`src/rtl/galm_pkg.sv`:
```
package galm_pkg;

  localparam int unsigned NumLocksDefault   = 16;
  localparam int unsigned QueueDepthDefault = 16;

  localparam logic [31:0] LcgMul  = 32'd1664525;
  localparam logic [31:0] LcgAdd  = 32'd1013904223;
  localparam logic [31:0] SeedRst = 32'd1;

  // floor(2^32 / 100): quotient estimate is exact or one low
  localparam logic [25:0] RecipDiv100 = 26'd42949672;
  localparam logic [7:0]  DrawMod     = 8'd100;

  localparam logic [1:0] OpCreate  = 2'd0;
  localparam logic [1:0] OpAcquire = 2'd1;
  localparam logic [1:0] OpRelease = 2'd2;
  localparam logic [1:0] OpDestroy = 2'd3;

  localparam logic [1:0] KindReply = 2'd0;
  localparam logic [1:0] KindGrant = 2'd1;
  localparam logic [1:0] KindFail  = 2'd2;

  localparam logic [2:0] StOk       = 3'd0;
  localparam logic [2:0] StBadArg   = 3'd1;
  localparam logic [2:0] StInactive = 3'd2;
  localparam logic [2:0] StFull     = 3'd3;
  localparam logic [2:0] StNotHeld  = 3'd4;
  localparam logic [2:0] StQueued   = 3'd5;

  localparam logic [6:0] FavorMax = 7'd100;

  localparam logic [1:0] RegSeed = 2'd0;

  // controller to datapath
  typedef struct packed {
    logic latch;      // capture request fields
    logic cre_do;     // commit create
    logic acq_grant;  // mark held
    logic acq_queue;  // append waiter
    logic rel_clear;  // clear held
    logic scan_step;  // advance queue pointer
    logic scan_init;  // reset pointer and pick
    logic lcg_step;   // advance generator
    logic lcg_mod;    // register quotient estimate
    logic lcg_pick;   // reduce draw and pick the matching waiter
    logic rd_issue;   // issue memory read at pointer
    logic shift_init; // move pointer to the picked entry
    logic head_cap;   // capture the granted entry
    logic shift_step; // move one entry down
    logic rel_finish; // commit release
    logic des_do;     // deactivate
    logic emit_reply;
    logic emit_grant;
    logic emit_fail;
    logic [2:0] status;
  } galm_cmd_t;

  // datapath to controller
  typedef struct packed {
    logic [1:0] op;
    logic       fav_bad;
    logic       none_free;
    logic       idx_bad;
    logic       active;
    logic       held;
    logic       q_empty;
    logic       q_full;
    logic       scan_end;
    logic       grp_hit;
    logic       out_busy;
  } galm_sts_t;

endpackage

```
`src/rtl/galm_ctrl.sv`:
```
module galm_ctrl import galm_pkg::*; (
  input  logic      clk_i,
  input  logic      rst_ni,
  input  logic      in_valid_i,
  output logic      in_stall_o,
  input  galm_sts_t sts_i,
  output galm_cmd_t cmd_o
);

  typedef enum logic [3:0] {
    S_IDLE, S_DECODE, S_SRD, S_SCHK, S_LCG, S_MOD, S_RSEL, S_HRD, S_HCAP,
    S_RRD, S_RSHIFT, S_GRANT, S_FRD, S_FEMIT
  } state_e;

  state_e state_q, state_d;

  always_comb begin
    cmd_o   = '0;
    state_d = state_q;
    in_stall_o = (state_q != S_IDLE);
    case (state_q)
      S_IDLE: begin
        if (in_valid_i) begin
          cmd_o.latch = 1'b1;
          state_d = S_DECODE;
        end
      end
      S_DECODE: begin
        if (!sts_i.out_busy) begin
          cmd_o.emit_reply = 1'b1;
          cmd_o.scan_init  = 1'b1;
          state_d = S_IDLE;
          if (sts_i.op == OpCreate) begin
            if (sts_i.fav_bad) cmd_o.status = StBadArg;
            else if (sts_i.none_free) cmd_o.status = StFull;
            else begin
              cmd_o.status = StOk;
              cmd_o.cre_do = 1'b1;
            end
          end else if (sts_i.idx_bad) begin
            cmd_o.status = StBadArg;
          end else if (!sts_i.active) begin
            cmd_o.status = StInactive;
          end else begin
            case (sts_i.op)
              OpAcquire: begin
                if (!sts_i.held && sts_i.q_empty) begin
                  cmd_o.status = StOk;
                  cmd_o.acq_grant = 1'b1;
                end else if (sts_i.q_full) begin
                  cmd_o.status = StFull;
                end else begin
                  cmd_o.status = StQueued;
                  cmd_o.acq_queue = 1'b1;
                end
              end
              OpRelease: begin
                if (!sts_i.held) begin
                  cmd_o.status = StNotHeld;
                end else begin
                  cmd_o.status = StOk;
                  cmd_o.rel_clear = 1'b1;
                  if (!sts_i.q_empty) state_d = S_SRD;
                end
              end
              default: begin
                cmd_o.status = StOk;
                if (!sts_i.q_empty) state_d = S_FRD;
                else cmd_o.des_do = 1'b1;
              end
            endcase
          end
        end
      end
      S_SRD: begin
        // no group match leaves the head picked
        if (sts_i.scan_end) begin
          state_d = S_RSEL;
        end else begin
          cmd_o.rd_issue = 1'b1;
          state_d = S_SCHK;
        end
      end
      S_SCHK: begin
        if (sts_i.grp_hit) begin
          cmd_o.lcg_step = 1'b1;
          state_d = S_LCG;
        end else begin
          cmd_o.scan_step = 1'b1;
          state_d = S_SRD;
        end
      end
      S_LCG: begin
        cmd_o.lcg_mod = 1'b1;
        state_d = S_MOD;
      end
      S_MOD: begin
        cmd_o.lcg_pick = 1'b1;
        state_d = S_RSEL;
      end
      S_RSEL: begin
        cmd_o.shift_init = 1'b1;
        state_d = S_HRD;
      end
      S_HRD: begin
        cmd_o.rd_issue = 1'b1;
        state_d = S_HCAP;
      end
      S_HCAP: begin
        cmd_o.head_cap  = 1'b1;
        cmd_o.scan_step = 1'b1;
        state_d = S_RRD;
      end
      S_RRD: begin
        if (sts_i.scan_end) begin
          state_d = S_GRANT;
        end else begin
          cmd_o.rd_issue = 1'b1;
          state_d = S_RSHIFT;
        end
      end
      S_RSHIFT: begin
        cmd_o.shift_step = 1'b1;
        state_d = S_RRD;
      end
      S_GRANT: begin
        if (!sts_i.out_busy) begin
          cmd_o.emit_grant = 1'b1;
          cmd_o.rel_finish = 1'b1;
          state_d = S_IDLE;
        end
      end
      S_FRD: begin
        if (sts_i.scan_end) begin
          cmd_o.des_do = 1'b1;
          state_d = S_IDLE;
        end else begin
          cmd_o.rd_issue = 1'b1;
          state_d = S_FEMIT;
        end
      end
      S_FEMIT: begin
        if (!sts_i.out_busy) begin
          cmd_o.emit_fail = 1'b1;
          cmd_o.scan_step = 1'b1;
          state_d = S_FRD;
        end
      end
      default: state_d = S_IDLE;
    endcase
  end

  always_ff @(posedge clk_i or negedge rst_ni) begin
    if (!rst_ni) state_q <= S_IDLE;
    else state_q <= state_d;
  end

endmodule

```
`config.mk`:
```
export PLATFORM = sky130hd
export DESIGN_NAME = galm_ctrl
export DESIGN_NICKNAME = d
export VERILOG_FILES = /design/src/rtl/galm_pkg.sv /design/src/rtl/galm_ctrl.sv
export SDC_FILE = /design/constraint.sdc
export NUM_CORES = 1
export LEC_CHECK = 0
export ABC_CLOCK_PERIOD_IN_PS = 1600
export BUFFER_PORTS_ARGS = -buffer_cell sky130_fd_sc_hd__buf_2
export CAP_MARGIN = 5
export CORE_MARGIN = 2
export CORE_UTILIZATION = 35
export CTS_CLUSTER_SIZE = 16
export DETAILED_ROUTE_END_ITERATION = 6
export PLACE_DENSITY = 0.69
export SYNTH_ARGS = -nofsm -noshare
export SYNTH_HDL_FRONTEND = slang
export SYNTH_SLANG_ARGS = --single-unit
```
`constraint.sdc`:
```
create_clock -name clk_i -period 1.6 [get_ports clk_i]
set_input_delay 0.24 -clock clk_i [delete_from_list [all_inputs] [get_ports clk_i]]
set_output_delay 0.24 -clock clk_i [all_outputs]
set_load 0.005 [all_outputs]
```
==> metrics.log <==
[metrics] number of buffers inserted by port buffering: 37
[metrics] count of clock tree sinks: 4
[metrics] Post-layout nets: approximately 190
[metrics] Worst IR Drop VDD: 0.000919 V
[metrics] aggregate global-route resource usage: 21.2%
[metrics] Placement Cell Area: 1060 um^2
[metrics] worst min path class: input pin to asynchronous set/reset pin
[metrics] most common cell after layout, fill and taps aside: sky130_fd_sc_hd__buf_2
[metrics] number of DRC markers after the initial detailed-route iteration: 34
[metrics] post-route fraction of the period consumed by the critical path: 121%
[metrics] maxcap violations: 0
[metrics] router iterations before antenna repair: 4
[metrics] drt total wl: 2690 um
[metrics] number of levels the H-tree was split into: 1
[metrics] Leak Pwr: 0.630 nW
[metrics] Area growth syn-to-layout: 63.2%
[metrics] number of vias after detailed routing: 1134
[metrics] CP required: 1.36 ns
[metrics] Syn Std Cell Area: 754 um^2
[metrics] detailed placement HPWL: 1890 um
[metrics] setup violation total in the final timing report: 15
[metrics] violations in the final reports: setup timing
[metrics] count of cell types in the netlist: 40
[metrics] critical path fanouts, max: 4
[metrics] mean area per synthesized cell: about 6.4 um^2
[metrics] nets in the synthesized netlist: 136
[metrics] initial core utilization: 37.7%
[metrics] Post-route DRC: 0
[metrics] core box area: 2000 um^2
[metrics] clock-pin slew of the registers on the worst-case setup and hold paths: 0.04 ns
[metrics] first-pass GRT wire length: 4260 um
[metrics] Highest Clock Rate: about 520 MHz
[metrics] critical path arrival: 1.70 ns
[metrics] net switching power: 801 uW
[metrics] die span in y: 50.4 um
[metrics] via count of the first global-routing pass: 1004
[metrics] Placement Rows: 16
[metrics] Inserted Diodes: 0
[metrics] registers with the most flip-flops: state_q: 4 flops
[metrics] count of placed standard cells including taps: 191
[metrics] fill cell count: 189
[metrics] Synth Register Bits: 4
[metrics] Sequential Power Share: roughly a tenth
[metrics] worst clock skew on the final layout: approximately 0.0032 ns
[metrics] Final Hold Viols: 0
[metrics] share of synthesized area occupied by flip-flops and latches: 13.3%
[metrics] power share of the clock group: 7.3%
[metrics] setup ws final: -0.337 ns
[metrics] Critical Setup Path Class: register to output port
[metrics] switching share of power: 47.7%
[metrics] power density cells: 1360 nW/um^2
[metrics] area taken by multi-input logic gates: 654 um^2
[metrics] clock tree from TritonCTS: yes
[metrics] maximum clock insertion buffer count: 2
[metrics] commonest cells after routing, fill and taps aside: 37 x sky130_fd_sc_hd__buf_2, 17 x sky130_fd_sc_hd__buf_4, 12 x sky130_fd_sc_hd__nor2_1
[metrics] setup repair after global routing missed its margin: yes
[metrics] number of standard cells after synthesis: 118
[metrics] combined flip-flop and latch cell area: around 100 um^2
[metrics] number of flip-flops in the largest register: 4
[metrics] Overall Power: 1.68 mW
[metrics] post-route insts no fill: between 150 and 200
[metrics] launch point of the worst reg-to-reg path: state_q[0]
[metrics] I/O pin count: 38
[metrics] Die Area: 2540 um^2
[metrics] root buffer cell: sky130_fd_sc_hd__clkbuf_4
[metrics] Inserted Clock Buffers: 3
[metrics] fraction of final layout cells with drive strength greater than 1: 47.1%
[metrics] Power Internal: 878 uW
[metrics] largest net degree at the start of global routing: 18
[metrics] number of antenna violations at the first check in global routing: 0
[metrics] via/cell ratio: 5.70
[metrics] final hold slack: 0.340 ns
[metrics] element type at the critical path end: output port
[metrics] mean routed wirelength per cell: 13.5 um
[metrics] headroom to the max-slew limit: a little under 80%
[metrics] antenna-violating nets left: 0
[metrics] total congestion overflow after global routing: 0
[metrics] end-of-flow core utilization: 61.5%
[metrics] actual transition at the worst max-transition pin: 0.334 ns
[metrics] final critical-path required period: between 1.5 and 2 ns
[metrics] global placer's final weighted congestion: around 0.88
[metrics] Non-Filler Cell Area, Final: between 1000 and 1500 um^2
[metrics] Max Transition Viols Final: 0
[metrics] largest register by flop count: state_q
[metrics] combinational share of power: 82.6%
[metrics] synth warn: 0
[metrics] launching element type of the critical path: register
[metrics] clock insertion delay at the later pin of the skew report: 0.23 ns
[metrics] result of the run: finished with violations
[metrics] startpoint of the worst setup timing path: state_q[2]
[metrics] DIE WIDTH: 50.4 um
## metal layers
layer / global-route usage, % / up-vias / share of wire, %
li1: - / 529 / -
met1: 26.9 / 515 / 40
met2: 36.0 / 73 / 49
met3: 2.38 / 17 / 7.6
met4: 9.46 / 0 / 3.7
met5: 0 / - / 0
## per-stage QoR
stage | worst slack, ns | TNS [ns]
after global routing | -0.380 | -3.61
after detailed placement | -0.155 | -0.716
after global placement | -0.134 | -0.560
after floorplan | -0.0812 | -0.315
final | -0.337 | -2.81
after CTS | -0.322 | -2.68
## logic make-up (layout without fill, tap and decap cells)
group                      count (synthesis)  count (layout)  share of synthesized area, %
AOI/OAI and AO/OA                         29              29                          25.5
xor gates and xnor gates                   2               2                          2.32
buffers and inverters                     20              74                          11.8
adders and majority gates                  3               3                          4.98
DFF                                        4               4                          13.3
and+or+nand+nor                           60              60                          42.1
## what timing repair did
action | CTS | global route
hold buffers | 1 | 0
cloned | 0 | 0
pin swaps | 2 | 6
endpoints found under the setup margin | 17 | 23
endpoints found under the hold margin | 4 | 0
resized for setup | 17 | 12
setup buffers | 2 | 3
## synthesized netlist by cell type
master                     number  area [um^2]
sky130_fd_sc_hd__a211oi_1       1         7.51
sky130_fd_sc_hd__a21oi_1        4         20.0
sky130_fd_sc_hd__a221o_1        1         10.0
sky130_fd_sc_hd__a221oi_1       1         8.76
sky130_fd_sc_hd__a22o_1         1         8.76
sky130_fd_sc_hd__a31oi_1        4         25.0
sky130_fd_sc_hd__and2_1         1         6.26
sky130_fd_sc_hd__and3_1         5         31.3
sky130_fd_sc_hd__and3b_1        1         8.76
sky130_fd_sc_hd__buf_2          5         25.0
sky130_fd_sc_hd__buf_4          2         15.0
sky130_fd_sc_hd__clkbuf_1       2         7.51
sky130_fd_sc_hd__dfrtp_1        4          100
sky130_fd_sc_hd__ha_1           3         37.5
sky130_fd_sc_hd__inv_1         11         41.3
sky130_fd_sc_hd__nand2_1       11         41.3
sky130_fd_sc_hd__nand2b_1       5         31.3
sky130_fd_sc_hd__nand2b_4       1         13.8
sky130_fd_sc_hd__nand3_1        2         10.0
sky130_fd_sc_hd__nor2_1        15         56.3
sky130_fd_sc_hd__nor2_2         1         6.26
sky130_fd_sc_hd__nor2b_1        2         12.5
sky130_fd_sc_hd__nor3_1         7         35.0
sky130_fd_sc_hd__nor3b_1        1         7.51
sky130_fd_sc_hd__nor4_1         3         18.8
sky130_fd_sc_hd__nor4b_1        1         8.76
sky130_fd_sc_hd__o211ai_1       1         7.51
sky130_fd_sc_hd__o21a_1         1         7.51
sky130_fd_sc_hd__o21ai_0        7         35.0
sky130_fd_sc_hd__o221ai_1       1         8.76
sky130_fd_sc_hd__o22ai_1        3         18.8
sky130_fd_sc_hd__o31ai_1        1         7.51
sky130_fd_sc_hd__o32a_1         1         10.0
sky130_fd_sc_hd__o32ai_1        2         17.5
sky130_fd_sc_hd__or2_1          1         6.26
sky130_fd_sc_hd__or2_2          1         6.26
sky130_fd_sc_hd__or3_1          1         6.26
sky130_fd_sc_hd__or4_4          1         11.3
sky130_fd_sc_hd__xnor2_1        1         8.76
sky130_fd_sc_hd__xor2_1         1         8.76
## cell type report
class | instances | area share (%)
inverters | 11 | 3.35
flip-flops and latches | 4 | 8.13
well taps | 27 | 2.74
repair buffers | 60 | 30.8
multi-input cells | 94 | 53.2
clock buffers | 3 | 1.83
## critical path: stages, from the launching register on
cell                      delay [ns]
sky130_fd_sc_hd__dfrtp_1        0.38
sky130_fd_sc_hd__or2_4          0.26
sky130_fd_sc_hd__or4_4          0.47
sky130_fd_sc_hd__nor2_4         0.10
sky130_fd_sc_hd__a22o_1         0.14
sky130_fd_sc_hd__buf_2          0.11
## path summary, 6_finish.rpt
kind,endpoint,slack [ns],cells after the start
worst min-delay path,state_q[0],0.34,2
worst max-delay path,cmd_o[6],-0.34,5
max in group asynchronous,state_q[2],1.14,2
worst max register to register,state_q[2],0.07,7
min in group clk_i,state_q[3],0.42,4
worst min register to register,state_q[3],0.77,4
## power groups by stage
stage	sequential [mW]	clock, mW	combinational (mW)
4_1_cts	0.171	0.122	1.25
5_1_grt	0.173	0.126	1.49
3_5_place_dp	0.168	0	1.09
6_report	0.170	0.122	1.39
3_3_place_gp	0.165	0	1.08
2_1_floorplan	0.168	0	0.714
(Power assumes the default switching activity.)
